==> src/sv/mkp_div.sv <==
`timescale 1ns / 1ps
// pipelined restoring divider, hash by node range, one quotient bit per stage
// no package dependencies

module mkp_div #(
    parameter int QW = 5
) (
    input  logic          i_clk,
    input  logic          i_rst_n,
    input  logic          i_valid,
    input  logic [31:0]   i_hash,
    input  logic [31:0]   i_range,
    output logic          o_valid,
    output logic [31:0]   o_hash,
    output logic [QW-1:0] o_quot
);

    logic          r_v    [QW];
    logic [31:0]   r_rem  [QW];
    logic [31:0]   r_hash [QW];
    logic [QW-1:0] r_q    [QW];

    for (genvar i = 0; i < QW; i++) begin : g_bit
        logic          w_v;
        logic [31:0]   w_rem, w_hash;
        logic [QW-1:0] w_q;
        logic [31+QW:0] w_cand;
        logic          w_ge;
        logic [QW-1:0] n_q;

        if (i == 0) begin : g_first
            assign w_v    = i_valid;
            assign w_rem  = i_hash;
            assign w_hash = i_hash;
            assign w_q    = '0;
        end else begin : g_next
            assign w_v    = r_v[i-1];
            assign w_rem  = r_rem[i-1];
            assign w_hash = r_hash[i-1];
            assign w_q    = r_q[i-1];
        end

        assign w_cand = (32+QW)'(i_range) << (QW - 1 - i);
        assign w_ge   = ((32+QW)'(w_rem) >= w_cand);
        assign n_q    = w_q | (QW'(w_ge) << (QW - 1 - i));

        always_ff @(posedge i_clk) begin
            if (!i_rst_n) begin
                r_v[i] <= 1'b0;
            end else begin
                r_v[i] <= w_v;
            end
        end

        always_ff @(posedge i_clk) begin
            r_rem[i]  <= w_ge ? (w_rem - w_cand[31:0]) : w_rem;
            r_hash[i] <= w_hash;
            r_q[i]    <= n_q;
        end
    end

    assign o_valid = r_v[QW-1];
    assign o_hash  = r_hash[QW-1];
    assign o_quot  = r_q[QW-1];

endmodule

==> config.mk <==
export PLATFORM = sky130hd
export DESIGN_NAME = mkp_div
export DESIGN_NICKNAME = d
export VERILOG_FILES = /design/src/sv/mkp_div.sv
export SDC_FILE = /design/constraint.sdc
export NUM_CORES = 1
export LEC_CHECK = 0
export BUFFER_PORTS_ARGS = -buffer_cell sky130_fd_sc_hd__buf_2
export CORE_MARGIN = 2
export CORE_UTILIZATION = 55
export DETAILED_ROUTE_END_ITERATION = 7
export PLACE_DENSITY = 0.71
export SETUP_SLACK_MARGIN = 0.2
export SKIP_LAST_GASP = 1
export SYNTH_ARGS = -nofsm -noshare
export SYNTH_HDL_FRONTEND = slang
export SYNTH_SLANG_ARGS = --single-unit
export TNS_END_PERCENT = 1
==> constraint.sdc <==
create_clock -name i_clk -period 4.05 [get_ports i_clk]
set_input_delay 0.81 -clock i_clk [delete_from_list [all_inputs] [get_ports i_clk]]
set_output_delay 0.81 -clock i_clk [all_outputs]
set_load 0.02 [all_outputs]
== Word level (Yosys, flattened, before mapping) ==
Memories as Yosys holds them, arrays and structs flattened.
Cells that the tools add are included.
Cells by class
  add/subtract/negate cells: 5
  $mul: 0
  divide/modulo/power cells: 0
  $lt $le $gt $ge: 5
  equality and inequality tests: 0
  shifts and indexed selects: 0
  muxes and demuxes: 12
  bitwise operators: 9
  reduce and logical (&&, ||, !) cells: 0
Operators with widths (number)
  32-bit 2-to-1 mux: 5
  32-bit subtractor: 5
  32-bit by 36-bit greater-or-equal comparator with 1-bit output: 1
  32-bit by 35-bit greater-or-equal comparator with 1-bit output: 1
  32-bit by 34-bit greater-or-equal comparator with 1-bit output: 1
  32-bit by 33-bit greater-or-equal comparator with 1-bit output: 1
  32-bit greater-or-equal comparator: 1
  1-bit 2-to-1 mux: 7
  1-bit bitwise OR: 5
  5-bit by 1-bit bitwise OR with 5-bit output: 1
  5-bit by 2-bit bitwise OR with 5-bit output: 1
  5-bit by 3-bit bitwise OR with 5-bit output: 1
  5-bit by 4-bit bitwise OR with 5-bit output: 1
Storage, ports and cells
  register bits after elaboration: 0
  latch bits: 0
  RAM bits: 350
  bits in read-only memories: 0
  input port bits: 67
  output and inout port bits: 38
  word-level logic and storage cells: 35
  memories kept: 4
Memory list
  r_hash: words 5, width 32, rd ports 5, clocked after Yosys merged registers in 0, wr ports 5, line 20  | logic [31:0] r_hash [QW];
  r_rem: words 5, width 32, rd ports 4, clocked after Yosys merged registers in 0, wr ports 5, line 19  | logic [31:0] r_rem [QW];
  r_q: words 5, width 5, rd ports 5, clocked after Yosys merged registers in 0, wr ports 5, line 21  | logic [QW-1:0] r_q [QW];
  r_v: words 5, width 1, rd ports 5, clocked after Yosys merged registers in 0, wr ports 5, line 18  | logic r_v [QW];

== Longest topological paths before layout ==
An unclocked memory read counts as a cell.
  depth after elaboration: 3
  mapped depth: 15
  gate-level depth less buffers: 13

== Worst setup path before layout ==
OpenSTA, ideal clock, no wires.
  path kind: input port to flip-flop
  start point: input port i_range[2]
  end point: memory r_rem[0][8]
  setup time: 0.121 ns
  arrival time: 3.212 ns
  required time: 3.929 ns
  path slack: 0.717 ns
  stages on the path: 11
  path buffers: 1
  path through: inv_1 ha_1 nor2b_1 o31ai_4 a31oi_1 o41a_1 a21o_1 o2111a_1 o211ai_2 buf_4 mux2_2
RTL lines
  from (decl): line 12  | input logic [31:0] i_range,
  to (decl): line 19

==> flow_summary.json <==
{
  "layout-drive-gt1-share": 0.138,
  "cts_max_level": 1,
  "cts_sinks": 298,
  "synthesis.nets": 1719,
  "antenna_found_initial": 1,
  "cts_tree": "done",
  "first_pass_iters": 5,
  "worst_pin_slew_ns": 0.800,
  "start_kind": "input pin",
  "status": "completed",
  "grt_pass1_vias": 10500,
  "rsz0062_at_grt": "false",
  "synthArstFlopShare": 0,
  "vias": 11000,
  "portBuffers": 104,
  "hold_viol_final": 0,
  "drt-total-wl_mm": 33.3,
  "total_power_mw": 7.99,
  "drv_cap": 0,
  "setup-tns-final_ns": 0,
  "seqCellArea_um2": 5970,
  "drt_iter0_markers": 721,
  "synth_area_leaders": "dfxtp_1 (42%), ha_1 (13%), o21ai_0 (4.4%), a21oi_1 (4.1%), nand2_1 (3.9%)",
  "cts_hold_buf": 0,
  "ys_seq_area_frac": 0.423,
  "path_class": "input pin to register",
  "multi_input_area_um2": 7730,
  "dieArea_um2": 27000,
  "clkSlewWorstSetupHoldPaths_ns": 0.07,
  "numCtsBuffers": 31,
  "crit_arrival_ns": 3.83,
  "fin_worst_skew_ns": 0.0125,
  "setup_violations": 0,
  "grt_overflow_total": 0,
  "nFillCells": 2159,
  "rows": 58,
  "ir_drop_mv": 0.491,
  "post_cts_buffers": 0,
  "dieHeight_um": 164,
  "setup_ws_ns": 0.663,
  "synth_area_per_cell_um2": 9.42,
  "slew_violations": 0,
  "drc": 0,
  "antenna_cells": 0,
  "final_nets": 1838,
  "clk_latency_ns": 0.57,
  "yosysWarnings": 0,
  "period_minus_slack_ns": 3.39,
  "path_cells": "buf_2, inv_1, ha_1, a21o_1, a221o_1, a221oi_1, o21ai_0, a21o_1, o2111a_1, o211ai_4, buf_4, o21ai_0",
  "crit_family": "compound AO/OA/AOI/OAI gates",
  "synth_top_area_cell": "dfxtp_1",
  "grt_pass1_wl_mm": 53.0,
  "ant_nets": 0,
  "path_buf_inv": 3,
  "synth_top_area_frac": 0.423,
  "grt_start_max_net_pins": 51,
  "core_area_um2": 25200,
  "critPathMaxStageDelay_ns": 0.35,
  "area_growth_syn_to_layout_pct": 14.0,
  "synth_edf_count": 0,
  "dp_slack_ns": 0.160,
  "fin_util": 0.639,
  "crit_fanout": 24,
  "synth.cell_area_um2": 14100,
  "synthCells": 1498,
  "max_freq_ghz": 0.295,
  "cellPowerDensity_nw_per_um2": 496,
  "cts_buffer_depth": 3,
  "fp.dieW_um": 164,
  "fin_crit_sh": 0.836,
  "start_util": 0.561,
  "crit_required_ns": 4.49,
  "synthDistinctLibCells": 70,
  "grt.total_usage": 0.247,
  "ios": 105,
  "synth_ff_type": "dfxtp_1",
  "hold_path_class": "register to register",
  "hpwl_mm": 25.5,
  "crit_path_end_kind": "register",
  "ctsResizeCount": 0,
  "cp_slowest_cell": "ha_1",
  "slew-limit-headroom": 0.461,
  "globalplace.congestion": 0.957,
  "power.leakage_nw": 7.50,
  "wl_per_cell_um": 16.9,
  "yosys_register_bits": 298,
  "vias_per_cell": 5.60,
  "ctsRootBufferMaster": "clkbuf_16"
}
[layer usage]
metal | vias to the layer above | routed length (um) | global-route usage
li1 | 5601 | - | -
met1 | 5060 | 14900 | 0.320
met2 | 304 | 15500 | 0.426
met3 | 81 | 1590 | 0.0263
met4 | 0 | 1280 | 0.0917
met5 | - | 0 | 0
[placed cells by master, fill, tap and decap left out, types with 31 or more instances in the layout]
master	instances
dfxtp_1	298
nor2_1	68
a21o_1	67
ha_1	150
inv_1	66
xnor2_1	56
xor2_1	36
nand2_1	148
buf_2	104
o21ai_0	124
clkbuf_16	31
a21oi_1	116
[worst reg2reg max path: cells and delay by family (launching register included)]
family                     cells  cell delay, ns
AOI/OAI and AO/OA              5            1.26
adders and majority gates      2            0.42
muxes                          1            0.38
DFF                            1            0.36
buffers and inverters          3            0.34
and+or+nand+nor                2            0.34
[layout make-up]
| type | count | share of cell area |
|---|---|---|
| tap | 330 | 0.0257 |
| sequential | 298 | 0.371 |
| inverter | 66 | 0.0154 |
| clock buffer | 33 | 0.0493 |
| multi-input combinational | 1095 | 0.480 |
| clock inverter | 25 | 0.0152 |
| timing repair buffer | 125 | 0.0437 |
[power by group]
| group | internal [mW] | total (mW) | switching, mW | leakage (nW) |
|---|---|---|---|---|
| logic | 0.804 | 1.87 | 1.06 | 4.47 |
| registers | 3.19 | 3.31 | 0.112 | 2.51 |
| clock network | 1.54 | 2.82 | 1.28 | 0.513 |
[synthesized netlist by cell type (all sizes together) (4+ instances only)]
master and n:
fa 4, nor2 68, mux2i 5, nor3 18, a211oi 6, clkbuf 23, o21a 18, nand3b 5
o21ai 128, xnor2 56, a21oi 117, o21bai 14, and4 5, nor4 5, a21boi 4, nor2b 21
and3 9, a41oi 8, nand2b 17, nand3 25, a21o 67, or2 6, ha 150, a31oi 14
nand2 148, xor2 36, dfxtp 298, nor3b 5, buf 16, mux2 28, and2 13, nand4 23
o211ai 10, o31ai 16, inv 66
[kinds of logic after synthesis]
kind of cell | Yosys count | synth area share
adder cells (fa/ha/maj) | 154 | 0.139
multiplexers | 33 | 0.0259
buffers and inverters | 105 | 0.0311
XOR/XNOR | 92 | 0.0571
flip-flops | 298 | 0.423
AO/OA/AOI/OAI | 439 | 0.197
AND/OR/NAND/NOR | 377 | 0.128
[flip-flops by register name, indices dropped and copies added, names as in the netlist]
name	count
r_hash	150
r_q	15
r_rem	128
r_v	5
[metrics by stage]
stage                     cells  hold WS, ns  cell area, um2
after floorplan            1498        0.310           14100
after global placement     1914        0.309           15100
after detailed placement   1914        0.312           15100
after CTS                  1972        0.324           16100
after global routing       1972        0.326           16100
final                      1972        0.322           16100
[final timing paths]
check,from,to,slack (ns),cells after the start
hold / removal,r_hash[0][10]$_DFF_P_,r_hash[0][42]$_DFF_P_,0.32,0
hold reg to reg,r_hash[0][10]$_DFF_P_,r_hash[0][42]$_DFF_P_,0.32,0
setup reg to reg,r_rem[0][3]$_DFF_P_,r_rem[0][41]$_DFF_P_,0.84,13
setup / recovery,i_range[17],r_rem[0][17]$_DFF_P_,0.66,12
Note: power is estimated with default switching activity, not from simulation.
